--- src/energy_zcr_voice_activity_detector_unit_defines.svh ---
// Assertion macros shared by the detector's RTL files.
`ifndef ENERGY_ZCR_VOICE_ACTIVITY_DETECTOR_UNIT_DEFINES_SVH
`define ENERGY_ZCR_VOICE_ACTIVITY_DETECTOR_UNIT_DEFINES_SVH

// Same-cycle implication, checked on every rising clock edge outside reset.
`define EZVAD_ASSERT_IMPLY(label, ante, cons, msg) \
   label: assert property (@(posedge clock) disable iff (reset) (ante) |-> (cons)) \
      else $error(msg);

// Next-cycle implication, checked on every rising clock edge outside reset.
`define EZVAD_ASSERT_NEXT(label, ante, cons, msg) \
   label: assert property (@(posedge clock) disable iff (reset) (ante) |=> (cons)) \
      else $error(msg);

`endif

--- src/ezvad_pkg.sv ---
// Shared widths, reset values, register indexes and types of the voice activity detector.
package ezvad_pkg;

   localparam int SAMPLE_W    = 16;
   localparam int SQUARE_W    = 31;
   localparam int ENERGY_W    = 41;
   localparam int CROSS_W     = 10;
   localparam int FRAME_LEN_W = 11;
   localparam int HANG_W      = 8;
   localparam int CSR_INDEX_W = 2;
   localparam int CSR_DATA_W  = 41;

   localparam int DEFAULT_MAX_FRAME_LENGTH = 1024;

   // Register values after reset.
   localparam logic [FRAME_LEN_W-1:0] FRAME_LENGTH_RESET     = 11'd320;
   localparam logic [ENERGY_W-1:0]    ENERGY_THRESHOLD_RESET = 41'd20000000;
   localparam logic [CROSS_W-1:0]     CROSSING_LIMIT_RESET   = 10'd143;
   localparam logic [HANG_W-1:0]      HANGOVER_FRAMES_RESET  = 8'd8;

   // Saturation limits of the frame accumulators.
   localparam logic [ENERGY_W-1:0] ENERGY_MAX = '1;
   localparam logic [CROSS_W-1:0]  CROSS_MAX  = '1;

   // Register indexes of the configuration port.
   typedef enum logic [CSR_INDEX_W-1:0] {
      CSR_FRAME_LENGTH     = 2'd0,
      CSR_ENERGY_THRESHOLD = 2'd1,
      CSR_CROSSING_LIMIT   = 2'd2,
      CSR_HANGOVER_FRAMES  = 2'd3
   } csr_index_type;

   // Statistics of a finished frame, or a clip start, passed to the decision stage.
   typedef struct packed {
      logic                done;
      logic                clip;
      logic [ENERGY_W-1:0] energy;
      logic [CROSS_W-1:0]  crossings;
   } frame_stats_type;

   // Registers that the decision stage reads.
   typedef struct packed {
      logic [ENERGY_W-1:0] energy_threshold;
      logic [CROSS_W-1:0]  crossing_limit;
      logic [HANG_W-1:0]   hangover_frames;
   } decide_cfg_type;

endpackage

--- src/ezvad_if.sv ---
// Valid/ready channel interfaces for the sample input and the frame result output.
interface ezvad_req_if;
   import ezvad_pkg::*;

   logic                       valid;
   logic                       ready;
   logic signed [SAMPLE_W-1:0] sample;
   logic                       clip_start;

   modport source (output valid, output sample, output clip_start, input ready);
   modport sink (input valid, input sample, input clip_start, output ready);
endinterface

interface ezvad_rsp_if;
   import ezvad_pkg::*;

   logic                valid;
   logic                ready;
   logic                keep_frame;
   logic                speech_frame;
   logic [ENERGY_W-1:0] frame_energy;
   logic [CROSS_W-1:0]  crossing_count;

   modport source (output valid, output keep_frame, output speech_frame,
                   output frame_energy, output crossing_count, input ready);
   modport sink (input valid, input keep_frame, input speech_frame,
                 input frame_energy, input crossing_count, output ready);
endinterface

--- src/ezvad_frame_acc.sv ---
// Per-frame accumulation of energy and sign changes, with frame boundary detection.
`include "energy_zcr_voice_activity_detector_unit_defines.svh"

module ezvad_frame_acc #(
   parameter int MAX_FRAME_LENGTH = ezvad_pkg::DEFAULT_MAX_FRAME_LENGTH
) (
   input  logic                               clock,
   input  logic                               reset,
   input  logic                               advance,
   input  logic                               in_valid,
   input  logic                               in_clip,
   input  logic                               in_neg,
   input  logic [ezvad_pkg::SQUARE_W-1:0]     in_square,
   input  logic [ezvad_pkg::FRAME_LEN_W-1:0]  frame_length,
   output ezvad_pkg::frame_stats_type         frame_stats
);
   import ezvad_pkg::*;

   localparam int PW    = $clog2(MAX_FRAME_LENGTH);
   localparam int CW    = (PW + 1 > FRAME_LEN_W) ? PW + 1 : FRAME_LEN_W;
   localparam int SUM_W = ENERGY_W + 1;

   logic [PW-1:0]       pos_ff, pos_in, pos_eff;
   logic [ENERGY_W-1:0] sum_ff, sum_in, sum_eff, sum_new;
   logic [CROSS_W-1:0]  cross_ff, cross_in, cross_eff, cross_new;
   logic                prev_neg_ff, prev_neg_in, prev_eff;
   logic [SUM_W-1:0]    sum_wide;
   logic [CW-1:0]       len_raw, len_eff, pos_next;
   logic                cross_step, frame_end;
   frame_stats_type     stats_ff;

   // Frame length clamped to the supported range.
   always_comb begin
      len_raw = CW'(frame_length);
      if (len_raw < CW'(2)) begin
         len_eff = CW'(2);
      end else if (len_raw > CW'(MAX_FRAME_LENGTH)) begin
         len_eff = CW'(MAX_FRAME_LENGTH);
      end else begin
         len_eff = len_raw;
      end
   end

   // A clip start clears the running state before the sample is taken in.
   assign pos_eff   = in_clip ? '0 : pos_ff;
   assign sum_eff   = in_clip ? '0 : sum_ff;
   assign cross_eff = in_clip ? '0 : cross_ff;
   assign prev_eff  = in_clip ? 1'b0 : prev_neg_ff;

   // Saturating energy accumulation.
   assign sum_wide = {1'b0, sum_eff} + SUM_W'(in_square);
   assign sum_new  = sum_wide[ENERGY_W] ? ENERGY_MAX : sum_wide[ENERGY_W-1:0];

   // Sign changes are counted only between samples of the same frame.
   assign cross_step = (pos_eff != '0) && (in_neg != prev_eff) && (cross_eff != CROSS_MAX);
   assign cross_new  = cross_eff + CROSS_W'(cross_step);

   assign pos_next  = CW'(pos_eff) + CW'(1);
   assign frame_end = pos_next >= len_eff;

   // Next running state: cleared at the end of a frame.
   always_comb begin
      if (frame_end) begin
         pos_in      = '0;
         sum_in      = '0;
         cross_in    = '0;
         prev_neg_in = 1'b0;
      end else begin
         pos_in      = pos_next[PW-1:0];
         sum_in      = sum_new;
         cross_in    = cross_new;
         prev_neg_in = in_neg;
      end
   end

   // Running frame state.
   always_ff @(posedge clock) begin
      if (reset) begin
         pos_ff      <= '0;
         sum_ff      <= '0;
         cross_ff    <= '0;
         prev_neg_ff <= 1'b0;
      end else if (advance && in_valid) begin
         pos_ff      <= pos_in;
         sum_ff      <= sum_in;
         cross_ff    <= cross_in;
         prev_neg_ff <= prev_neg_in;
      end
   end

   // Finished frame statistics and clip markers for the decision stage.
   always_ff @(posedge clock) begin
      if (reset) begin
         stats_ff.done <= 1'b0;
         stats_ff.clip <= 1'b0;
      end else if (advance) begin
         stats_ff.done      <= in_valid && frame_end;
         stats_ff.clip      <= in_valid && in_clip;
         stats_ff.energy    <= sum_new;
         stats_ff.crossings <= cross_new;
      end
   end

   assign frame_stats = stats_ff;

   `EZVAD_ASSERT_IMPLY(a_cross_below_pos, 1'b1, CW'(cross_ff) <= CW'(pos_ff), "crossings exceed samples in frame")
   `EZVAD_ASSERT_IMPLY(a_clip_not_end, stats_ff.clip, !stats_ff.done, "clip start sample ended a frame")

endmodule

--- src/ezvad_decide.sv ---
// Speech decision, hangover counter and output register of the detector.
`include "energy_zcr_voice_activity_detector_unit_defines.svh"

module ezvad_decide (
   input  logic                        clock,
   input  logic                        reset,
   input  logic                        advance,
   input  ezvad_pkg::frame_stats_type  frame_stats,
   input  ezvad_pkg::decide_cfg_type   cfg,
   ezvad_rsp_if.source                 rsp_chan
);
   import ezvad_pkg::*;

   logic [HANG_W-1:0]   hang_ff, hang_base, hang_in;
   logic                speech, load;
   logic                rsp_valid_ff;
   logic                keep_ff, speech_ff;
   logic [ENERGY_W-1:0] energy_ff;
   logic [CROSS_W-1:0]  cross_ff;

   // Speech test and hangover update for a finished frame.
   assign speech = (frame_stats.energy > cfg.energy_threshold) &&
                   (frame_stats.crossings <= cfg.crossing_limit);
   assign hang_base = frame_stats.clip ? '0 : hang_ff;

   always_comb begin
      if (speech) begin
         hang_in = cfg.hangover_frames;
      end else if (hang_base != '0) begin
         hang_in = hang_base - HANG_W'(1);
      end else begin
         hang_in = '0;
      end
   end

   assign load = advance && frame_stats.done;

   // Hangover counter, cleared by a clip start.
   always_ff @(posedge clock) begin
      if (reset) begin
         hang_ff <= '0;
      end else if (load) begin
         hang_ff <= hang_in;
      end else if (advance && frame_stats.clip) begin
         hang_ff <= '0;
      end
   end

   // Output register: valid until the transfer completes.
   always_ff @(posedge clock) begin
      if (reset) begin
         rsp_valid_ff <= 1'b0;
      end else if (load) begin
         rsp_valid_ff <= 1'b1;
      end else if (rsp_chan.ready) begin
         rsp_valid_ff <= 1'b0;
      end
   end

   always_ff @(posedge clock) begin
      if (load) begin
         keep_ff   <= hang_in != '0;
         speech_ff <= speech;
         energy_ff <= frame_stats.energy;
         cross_ff  <= frame_stats.crossings;
      end
   end

   assign rsp_chan.valid          = rsp_valid_ff;
   assign rsp_chan.keep_frame     = keep_ff;
   assign rsp_chan.speech_frame   = speech_ff;
   assign rsp_chan.frame_energy   = energy_ff;
   assign rsp_chan.crossing_count = cross_ff;

   `EZVAD_ASSERT_NEXT(a_load_shows, load, rsp_valid_ff, "loaded result not presented")
   `EZVAD_ASSERT_NEXT(a_taken_drops, rsp_valid_ff && rsp_chan.ready && !load, !rsp_valid_ff, "result repeated after transfer")

endmodule

--- src/energy_zcr_voice_activity_detector_unit.sv ---
// Top level of the energy and zero-crossing voice activity detector with hangover.
//
// One sample is taken per clock while input ready is high. A sample passes an input
// register, a register holding its square, and the frame accumulator; when it
// completes a frame, the frame's statistics are registered and the speech decision
// then lands in the output register. The rate is set by the accumulate step, which
// adds one square into the running frame sum each cycle. Input ready drops only
// while a finished frame waits behind an output register whose result has not
// yet been taken; since frames hold at least two samples, a downstream that
// takes each result promptly never slows the stream.
// A clip start clears all running state with the sample that carries it, and a
// trailing partial frame is never reported.
`include "energy_zcr_voice_activity_detector_unit_defines.svh"

module energy_zcr_voice_activity_detector_unit #(
   parameter int MAX_FRAME_LENGTH = ezvad_pkg::DEFAULT_MAX_FRAME_LENGTH
) (
   input  logic                              clock,
   input  logic                              reset,
   ezvad_req_if.sink                         req_chan,
   ezvad_rsp_if.source                       rsp_chan,
   input  logic                              csr_write_enable,
   input  logic [ezvad_pkg::CSR_INDEX_W-1:0] csr_index,
   input  logic [ezvad_pkg::CSR_DATA_W-1:0]  csr_write_data
);
   import ezvad_pkg::*;

   logic [FRAME_LEN_W-1:0] frame_length_ff;
   logic [ENERGY_W-1:0]    energy_threshold_ff;
   logic [CROSS_W-1:0]     crossing_limit_ff;
   logic [HANG_W-1:0]      hangover_frames_ff;

   logic                   advance;
   logic                   s1_valid_ff, s1_clip_ff;
   logic [SAMPLE_W-1:0]    s1_sample_ff;
   logic [SAMPLE_W-1:0]    magnitude;
   logic [2*SAMPLE_W-1:0]  square_full;
   logic                   s2_valid_ff, s2_clip_ff, s2_neg_ff;
   logic [SQUARE_W-1:0]    s2_square_ff;
   frame_stats_type        frame_stats;
   decide_cfg_type         decide_cfg;

   // Configuration registers.
   always_ff @(posedge clock) begin
      if (reset) begin
         frame_length_ff     <= FRAME_LENGTH_RESET;
         energy_threshold_ff <= ENERGY_THRESHOLD_RESET;
         crossing_limit_ff   <= CROSSING_LIMIT_RESET;
         hangover_frames_ff  <= HANGOVER_FRAMES_RESET;
      end else if (csr_write_enable) begin
         case (csr_index)
            CSR_FRAME_LENGTH:     frame_length_ff     <= csr_write_data[FRAME_LEN_W-1:0];
            CSR_ENERGY_THRESHOLD: energy_threshold_ff <= csr_write_data[ENERGY_W-1:0];
            CSR_CROSSING_LIMIT:   crossing_limit_ff   <= csr_write_data[CROSS_W-1:0];
            CSR_HANGOVER_FRAMES:  hangover_frames_ff  <= csr_write_data[HANG_W-1:0];
            default: ;
         endcase
      end
   end

   // The pipeline moves unless a finished frame is blocked by an untaken result.
   assign advance = !(frame_stats.done && rsp_chan.valid && !rsp_chan.ready);
   assign req_chan.ready = advance;

   // Input register.
   always_ff @(posedge clock) begin
      if (reset) begin
         s1_valid_ff <= 1'b0;
      end else if (advance) begin
         s1_valid_ff <= req_chan.valid;
      end
   end

   always_ff @(posedge clock) begin
      if (advance) begin
         s1_sample_ff <= req_chan.sample;
         s1_clip_ff   <= req_chan.clip_start;
      end
   end

   // Magnitude and square of the sample; the magnitude of -32768 still fits 16 bits.
   assign magnitude   = s1_sample_ff[SAMPLE_W-1] ? (SAMPLE_W'(0) - s1_sample_ff) : s1_sample_ff;
   assign square_full = magnitude * magnitude;

   always_ff @(posedge clock) begin
      if (reset) begin
         s2_valid_ff <= 1'b0;
      end else if (advance) begin
         s2_valid_ff <= s1_valid_ff;
      end
   end

   always_ff @(posedge clock) begin
      if (advance) begin
         s2_square_ff <= square_full[SQUARE_W-1:0];
         s2_neg_ff    <= s1_sample_ff[SAMPLE_W-1];
         s2_clip_ff   <= s1_clip_ff;
      end
   end

   ezvad_frame_acc #(
      .MAX_FRAME_LENGTH (MAX_FRAME_LENGTH)
   ) u_frame_acc (
      .clock        (clock),
      .reset        (reset),
      .advance      (advance),
      .in_valid     (s2_valid_ff),
      .in_clip      (s2_clip_ff),
      .in_neg       (s2_neg_ff),
      .in_square    (s2_square_ff),
      .frame_length (frame_length_ff),
      .frame_stats  (frame_stats)
   );

   assign decide_cfg.energy_threshold = energy_threshold_ff;
   assign decide_cfg.crossing_limit   = crossing_limit_ff;
   assign decide_cfg.hangover_frames  = hangover_frames_ff;

   ezvad_decide u_decide (
      .clock       (clock),
      .reset       (reset),
      .advance     (advance),
      .frame_stats (frame_stats),
      .cfg         (decide_cfg),
      .rsp_chan    (rsp_chan)
   );

   `EZVAD_ASSERT_IMPLY(a_square_range, s2_valid_ff, s2_square_ff <= SQUARE_W'(32'h4000_0000), "square out of range")
   `EZVAD_ASSERT_NEXT(a_stall_holds, s1_valid_ff && !advance, s1_valid_ff && $stable(s1_sample_ff), "stalled sample lost")

endmodule
--- src/flat_wrapper.sv ---
// flat-port wrapper written by rule: the top's interface ports become plain ports
module energy_zcr_voice_activity_detector_unit_flat import ezvad_pkg::*;
#(
   parameter int MAX_FRAME_LENGTH = ezvad_pkg::DEFAULT_MAX_FRAME_LENGTH
)
  (clock, reset, csr_write_enable, csr_index, csr_write_data, req_chan_valid, req_chan_sample, req_chan_clip_start, req_chan_ready, rsp_chan_valid, rsp_chan_keep_frame, rsp_chan_speech_frame, rsp_chan_frame_energy, rsp_chan_crossing_count, rsp_chan_ready);
  ezvad_req_if req_chan_i ();
  ezvad_rsp_if rsp_chan_i ();
  input  logic clock;
  input  logic reset;
  input  logic csr_write_enable;
  input  logic [ezvad_pkg::CSR_INDEX_W-1:0] csr_index;
  input  logic [ezvad_pkg::CSR_DATA_W-1:0] csr_write_data;
  input wire logic [$bits(req_chan_i.valid)-1:0] req_chan_valid;
  input wire logic [$bits(req_chan_i.sample)-1:0] req_chan_sample;
  input wire logic [$bits(req_chan_i.clip_start)-1:0] req_chan_clip_start;
  output wire logic [$bits(req_chan_i.ready)-1:0] req_chan_ready;
  output wire logic [$bits(rsp_chan_i.valid)-1:0] rsp_chan_valid;
  output wire logic [$bits(rsp_chan_i.keep_frame)-1:0] rsp_chan_keep_frame;
  output wire logic [$bits(rsp_chan_i.speech_frame)-1:0] rsp_chan_speech_frame;
  output wire logic [$bits(rsp_chan_i.frame_energy)-1:0] rsp_chan_frame_energy;
  output wire logic [$bits(rsp_chan_i.crossing_count)-1:0] rsp_chan_crossing_count;
  input wire logic [$bits(rsp_chan_i.ready)-1:0] rsp_chan_ready;
  assign req_chan_i.valid = req_chan_valid;
  assign req_chan_i.sample = req_chan_sample;
  assign req_chan_i.clip_start = req_chan_clip_start;
  assign req_chan_ready = req_chan_i.ready;
  assign rsp_chan_valid = rsp_chan_i.valid;
  assign rsp_chan_keep_frame = rsp_chan_i.keep_frame;
  assign rsp_chan_speech_frame = rsp_chan_i.speech_frame;
  assign rsp_chan_frame_energy = rsp_chan_i.frame_energy;
  assign rsp_chan_crossing_count = rsp_chan_i.crossing_count;
  assign rsp_chan_i.ready = rsp_chan_ready;
  energy_zcr_voice_activity_detector_unit #(.MAX_FRAME_LENGTH(MAX_FRAME_LENGTH)) u_core (.clock(clock), .reset(reset), .req_chan(req_chan_i), .rsp_chan(rsp_chan_i), .csr_write_enable(csr_write_enable), .csr_index(csr_index), .csr_write_data(csr_write_data));
endmodule
--- config.mk ---
export PLATFORM = sky130hd
export DESIGN_NAME = energy_zcr_voice_activity_detector_unit_flat
export DESIGN_NICKNAME = d
export VERILOG_FILES = /design/src/ezvad_pkg.sv /design/src/ezvad_if.sv /design/src/ezvad_frame_acc.sv /design/src/ezvad_decide.sv /design/src/energy_zcr_voice_activity_detector_unit.sv /design/src/flat_wrapper.sv
export VERILOG_INCLUDE_DIRS = /design/src /design/src/src
export SDC_FILE = /design/constraint.sdc
export NUM_CORES = 1
export LEC_CHECK = 0
export BUFFER_PORTS_ARGS = -buffer_cell sky130_fd_sc_hd__buf_2
export CAP_MARGIN = 25
export CORE_ASPECT_RATIO = 1.1
export CORE_MARGIN = 2
export CORE_UTILIZATION = 55
export DETAILED_ROUTE_END_ITERATION = 6
export GPL_TIMING_DRIVEN = 1
export PLACE_DENSITY_LB_ADDON = 0.05
export SLEW_MARGIN = 20
export SYNTH_ARGS = -nofsm -noshare
export SYNTH_HDL_FRONTEND = slang
export SYNTH_SLANG_ARGS = --single-unit
export TNS_END_PERCENT = 5
--- constraint.sdc ---
create_clock -name clock -period 23.4 [get_ports clock]
set_input_delay 3.51 -clock clock [delete_from_list [all_inputs] [get_ports clock]]
set_output_delay 3.51 -clock clock [all_outputs]
set_load 0.02 [all_outputs]
==> qor.csv <==
metric;value;unit
status;completed;
synth_edf_count;153;
clock_tree.buffer_depth;3;
timing.max_slew.rel_slack;0.320;
cp-start-kind;flop;
synth.avg_cell_area;9.46;um^2
holdBufCountCts;0;
hold_violations;0;
worstReg2RegStart;u_core.s1_sample_ff[0]$_DFFE_PN_;
internal-power;0.00218;W
worstSetupPathType;reg -> reg;
post_synth_instance_area;21600;um^2
max_freq;111;MHz
arrival;9300;ps
drv_cap;0;
first_iter_violations;847;
drt.antenna.violating_nets;0;
dp_hpwl;38200;um
count_of_endpoints_failing_setup_in_the_final_report;0;
htree_num_levels;1;
critical-path-slowest-cell;sky130_fd_sc_hd__fa_1;
area_growth;10.0;%
number_of_i_o_pins;120;
clkTransAtPathRegs;60;ps
synthesis.instances;2281;
utilization;0.611;
cts.sinks;298;
detailroute.via_count;15900;
final_design_area_no_fill;23700;um^2
place.port_buffers;119;
core_region;38900;um^2
grt-ovfl-total;0;
grt_pass1_wl;79700;um
cellLeakagePower;10.9;nW
final.setup_skew;30.5;ps
start_util;0.555;
postRouteWirelength;49200;um
detail_route.vias_per_cell;5.44;
swShare;0.450;
hold_path_end;u_core.s2_clip_ff$_DFFE_PN_;
cts_tree;built;
worst-r2r-cell-count;28;
globalplace.congestion;0.898;
post-route-period-util;0.384;
rsz0062_at_grt;false;
hp-start;u_core.s1_clip_ff$_DFFE_PN_;
power.sequential.fraction;0.198;
worstSkewPairLatency;590;ps
first_global_vias;15900;
tritoncts.num_buffers;31;
placedInstanceArea;22700;um^2
end_kind;flop;
crit_path_frequent_cell;sky130_fd_sc_hd__fa_1;
ctsResizeCount;0;
power.clock.fraction;0.123;
crit_path_max_fanout;16;
yosysSeqAreaShare;0.347;
hold_path_depth;0;
die_w;193;um
power_density;167;nW/um^2
timing.setup.tns;0;ps
postCtsSetupRepairBufs;0;
track_usage;0.244;
row_count;76;
power_frac_comb;0.679;
synth-warning-count;0;
finalNetCount;2810;
first_pass_iters;5;
cpPeakStageDelay;540;ps
postSynth.asyncResetShare;0;
yosys_register_bits;298;
fin_ws;14400;ps
final_period_minus_worst_setup_slack;9000;ps
num_antenna_cells;0;
holdCritPathClass;reg -> reg;
worst-endpoint-required;23710;ps
dpl.cell_count;2860;
final_layout_size_suffix_gt1_frac;0.0888;
pre_cts_slack;14440;ps
synth_top_flop_cell;sky130_fd_sc_hd__edfxtp_1;
antenna_found_initial;0;
synth_cell_types;69;
ff2ff_setup_slack;14400;ps
max-vdd-ir-drop;0.000214;V
clock_tree.root_cell;sky130_fd_sc_hd__clkbuf_16;
die_h;212;um
detail_route.wl_per_cell;16.8;um
timing.final.max_slew_violations;0;
worstMarginPinSlew;1010;ps
die_area;40900;um^2
critical_path.reg2reg.endpoint;u_core.s2_square_ff[27]$_DFFE_PN_;
net-switching-power;0.00178;W
grt_start_max_net_pins;71;
drc;0;
finish.cell_count_without_fillers;2918;
## worst max path at each step
stage,start,endpoint
floorplan,rsp_chan_ready,req_chan_ready
global placement,u_core.s1_sample_ff[0]$_DFFE_PN_,u_core.s2_square_ff[27]$_DFFE_PN_
detailed placement,u_core.s1_sample_ff[0]$_DFFE_PN_,u_core.s2_square_ff[27]$_DFFE_PN_
CTS,u_core.s1_sample_ff[0]$_DFFE_PN_,u_core.s2_square_ff[27]$_DFFE_PN_
global route,u_core.s1_sample_ff[0]$_DFFE_PN_,u_core.s2_square_ff[27]$_DFFE_PN_
finish,u_core.s1_sample_ff[0]$_DFFE_PN_,u_core.s2_square_ff[27]$_DFFE_PN_
## power groups by stage
| stage | Combinational [W] | Sequential (W) | Clock, W |
|---|---|---|---|
| after floorplan | 0.00213 | 0.000779 | 0 |
| after global placement | 0.00263 | 0.000793 | 0 |
| after detailed placement | 0.00268 | 0.000794 | 0 |
| after CTS | 0.00270 | 0.000784 | 0.000501 |
| after global routing | 0.00312 | 0.000789 | 0.000518 |
| final | 0.00269 | 0.000785 | 0.000489 |
## registers in the layout, indices dropped and copies added (netlist names)
| signal | cells |
|---|---|
| u_core.u_frame_acc.frame_stats | 53 |
| u_core.energy_threshold_ff | 41 |
| u_core.u_decide.rsp_chan.frame_energy | 41 |
| u_core.u_frame_acc.sum_ff | 41 |
| u_core.s2_square_ff | 30 |
| u_core.s1_sample_ff | 16 |
| u_core.frame_length_ff | 11 |
| u_core.crossing_limit_ff | 10 |
| u_core.u_decide.rsp_chan.crossing_count | 10 |
| u_core.u_frame_acc.cross_ff | 10 |
| u_core.u_frame_acc.pos_ff | 10 |
| u_core.hangover_frames_ff | 8 |
| u_core.u_decide.hang_ff | 8 |
| u_core.s1_clip_ff | 1 |
| u_core.s1_valid_ff | 1 |
| u_core.s2_clip_ff | 1 |
| u_core.s2_neg_ff | 1 |
| u_core.s2_valid_ff | 1 |
| u_core.u_decide.rsp_chan.keep_frame | 1 |
| u_core.u_decide.rsp_chan.speech_frame | 1 |
| u_core.u_decide.rsp_chan.valid | 1 |
| u_core.u_frame_acc.prev_neg_ff | 1 |
## layout make-up
cell class / instances / area (um^2)
clock inverters: 21 / 201
repair buffers: 137 / 731
fillers: 3358 / 15100
multi-input cells: 1595 / 12700
inverters: 323 / 1210
well taps: 507 / 634
clock buffers: 37 / 818
flip-flops and latches: 298 / 7500
## cells by family after synthesis
group | share of synthesized area
DFF | 0.347
AOI/OAI and AO/OA | 0.117
adders and majority gates | 0.265
xor gates and xnor gates | 0.0393
buffers and inverters | 0.0696
and+or+nand+nor | 0.155
muxes | 0.00556
other | 0.000348
## Yosys cell counts, types with 3 or more instances
cell type / count / area (um^2)
sky130_fd_sc_hd__a22oi_1: 5 / 37.5
sky130_fd_sc_hd__buf_1: 9 / 33.8
sky130_fd_sc_hd__nand2_1: 310 / 1160
sky130_fd_sc_hd__edfxtp_1: 153 / 4590
sky130_fd_sc_hd__o41ai_1: 5 / 43.8
sky130_fd_sc_hd__nand3_1: 61 / 305
sky130_fd_sc_hd__nor2_1: 125 / 469
sky130_fd_sc_hd__xnor2_1: 59 / 517
sky130_fd_sc_hd__xor2_1: 36 / 315
sky130_fd_sc_hd__o21bai_1: 11 / 82.6
sky130_fd_sc_hd__nand3b_1: 15 / 113
sky130_fd_sc_hd__inv_1: 319 / 1200
sky130_fd_sc_hd__a22o_1: 35 / 307
sky130_fd_sc_hd__buf_4: 3 / 22.5
sky130_fd_sc_hd__nor3_1: 23 / 115
sky130_fd_sc_hd__and3_1: 16 / 100
sky130_fd_sc_hd__or2_2: 9 / 56.3
sky130_fd_sc_hd__nor2b_1: 62 / 388
sky130_fd_sc_hd__and4_1: 3 / 26.3
sky130_fd_sc_hd__mux2i_1: 12 / 120
sky130_fd_sc_hd__or4_1: 3 / 22.5
sky130_fd_sc_hd__ha_1: 194 / 2430
sky130_fd_sc_hd__a211o_1: 11 / 96.3
sky130_fd_sc_hd__a21oi_1: 168 / 841
sky130_fd_sc_hd__nand2b_1: 20 / 125
sky130_fd_sc_hd__nor4_1: 10 / 62.6
sky130_fd_sc_hd__a21o_1: 44 / 330
sky130_fd_sc_hd__or3_1: 14 / 87.6
sky130_fd_sc_hd__clkinv_1: 3 / 11.3
sky130_fd_sc_hd__nor3b_1: 4 / 30.0
sky130_fd_sc_hd__and2_1: 12 / 75.1
sky130_fd_sc_hd__a31oi_1: 8 / 50.1
sky130_fd_sc_hd__a41oi_1: 3 / 26.3
sky130_fd_sc_hd__o21ai_0: 58 / 290
sky130_fd_sc_hd__o21a_1: 15 / 113
sky130_fd_sc_hd__o31ai_1: 7 / 52.6
sky130_fd_sc_hd__clkbuf_1: 61 / 229
sky130_fd_sc_hd__a211oi_1: 7 / 52.6
sky130_fd_sc_hd__fa_1: 165 / 3300
sky130_fd_sc_hd__dfxtp_1: 145 / 2900
sky130_fd_sc_hd__o211ai_1: 5 / 37.5
sky130_fd_sc_hd__nand4_1: 19 / 119
## critical path, delay by kind of cell, from the launching register on
kind / cells / cell delay [ps]
AO/OA/AOI/OAI: 9 / 2010
AND/OR/NAND/NOR: 4 / 970
XOR/XNOR: 2 / 620
buffers and inverters: 5 / 1030
adder cells (fa/ha/maj): 8 / 3590
flip-flops: 1 / 460
## stage by stage
step,hold slack (ps),total power [W]
4_1_cts,424,0.00399
2_1_floorplan,400,0.00291
6_report,428,0.00397
5_1_grt,434,0.00442
3_5_place_dp,422,0.00347
3_3_place_gp,403,0.00342
## placed cells by master, fill, tap and decap left out, types with 7 or more instances in the layout
cell type,count
sky130_fd_sc_hd__inv_1,318
sky130_fd_sc_hd__nand2_1,309
sky130_fd_sc_hd__ha_1,194
sky130_fd_sc_hd__a21oi_1,167
sky130_fd_sc_hd__fa_1,165
sky130_fd_sc_hd__edfxtp_1,153
sky130_fd_sc_hd__dfxtp_1,145
sky130_fd_sc_hd__nor2_1,124
sky130_fd_sc_hd__buf_2,119
sky130_fd_sc_hd__nor2b_1,62
sky130_fd_sc_hd__nand3_1,61
sky130_fd_sc_hd__xnor2_1,59
sky130_fd_sc_hd__o21ai_0,58
sky130_fd_sc_hd__a21o_1,44
sky130_fd_sc_hd__xor2_1,36
sky130_fd_sc_hd__a22o_1,35
sky130_fd_sc_hd__clkbuf_16,31
sky130_fd_sc_hd__nor3_1,22
sky130_fd_sc_hd__nand2b_1,20
sky130_fd_sc_hd__nand4_1,19
sky130_fd_sc_hd__buf_4,18
sky130_fd_sc_hd__and3_1,16
sky130_fd_sc_hd__o21a_1,15
sky130_fd_sc_hd__nand3b_1,15
sky130_fd_sc_hd__or3_1,14
sky130_fd_sc_hd__and2_1,12
sky130_fd_sc_hd__mux2i_1,12
sky130_fd_sc_hd__a211o_1,11
sky130_fd_sc_hd__o21bai_1,11
sky130_fd_sc_hd__conb_1,11
sky130_fd_sc_hd__nor4_1,10
sky130_fd_sc_hd__or2_2,9
sky130_fd_sc_hd__a31oi_1,8
sky130_fd_sc_hd__o31ai_1,7
sky130_fd_sc_hd__a211oi_1,7
## layer usage
metal	vias to the layer above	GRT usage	routed length (um)
li1	7824	-	-
met1	7575	0.331	22000
met2	408	0.424	23700
met3	71	0.0206	2330
met4	0	0.0627	1110
met5	-	0	0
No activity file was read; power rests on OpenSTA's default activity.
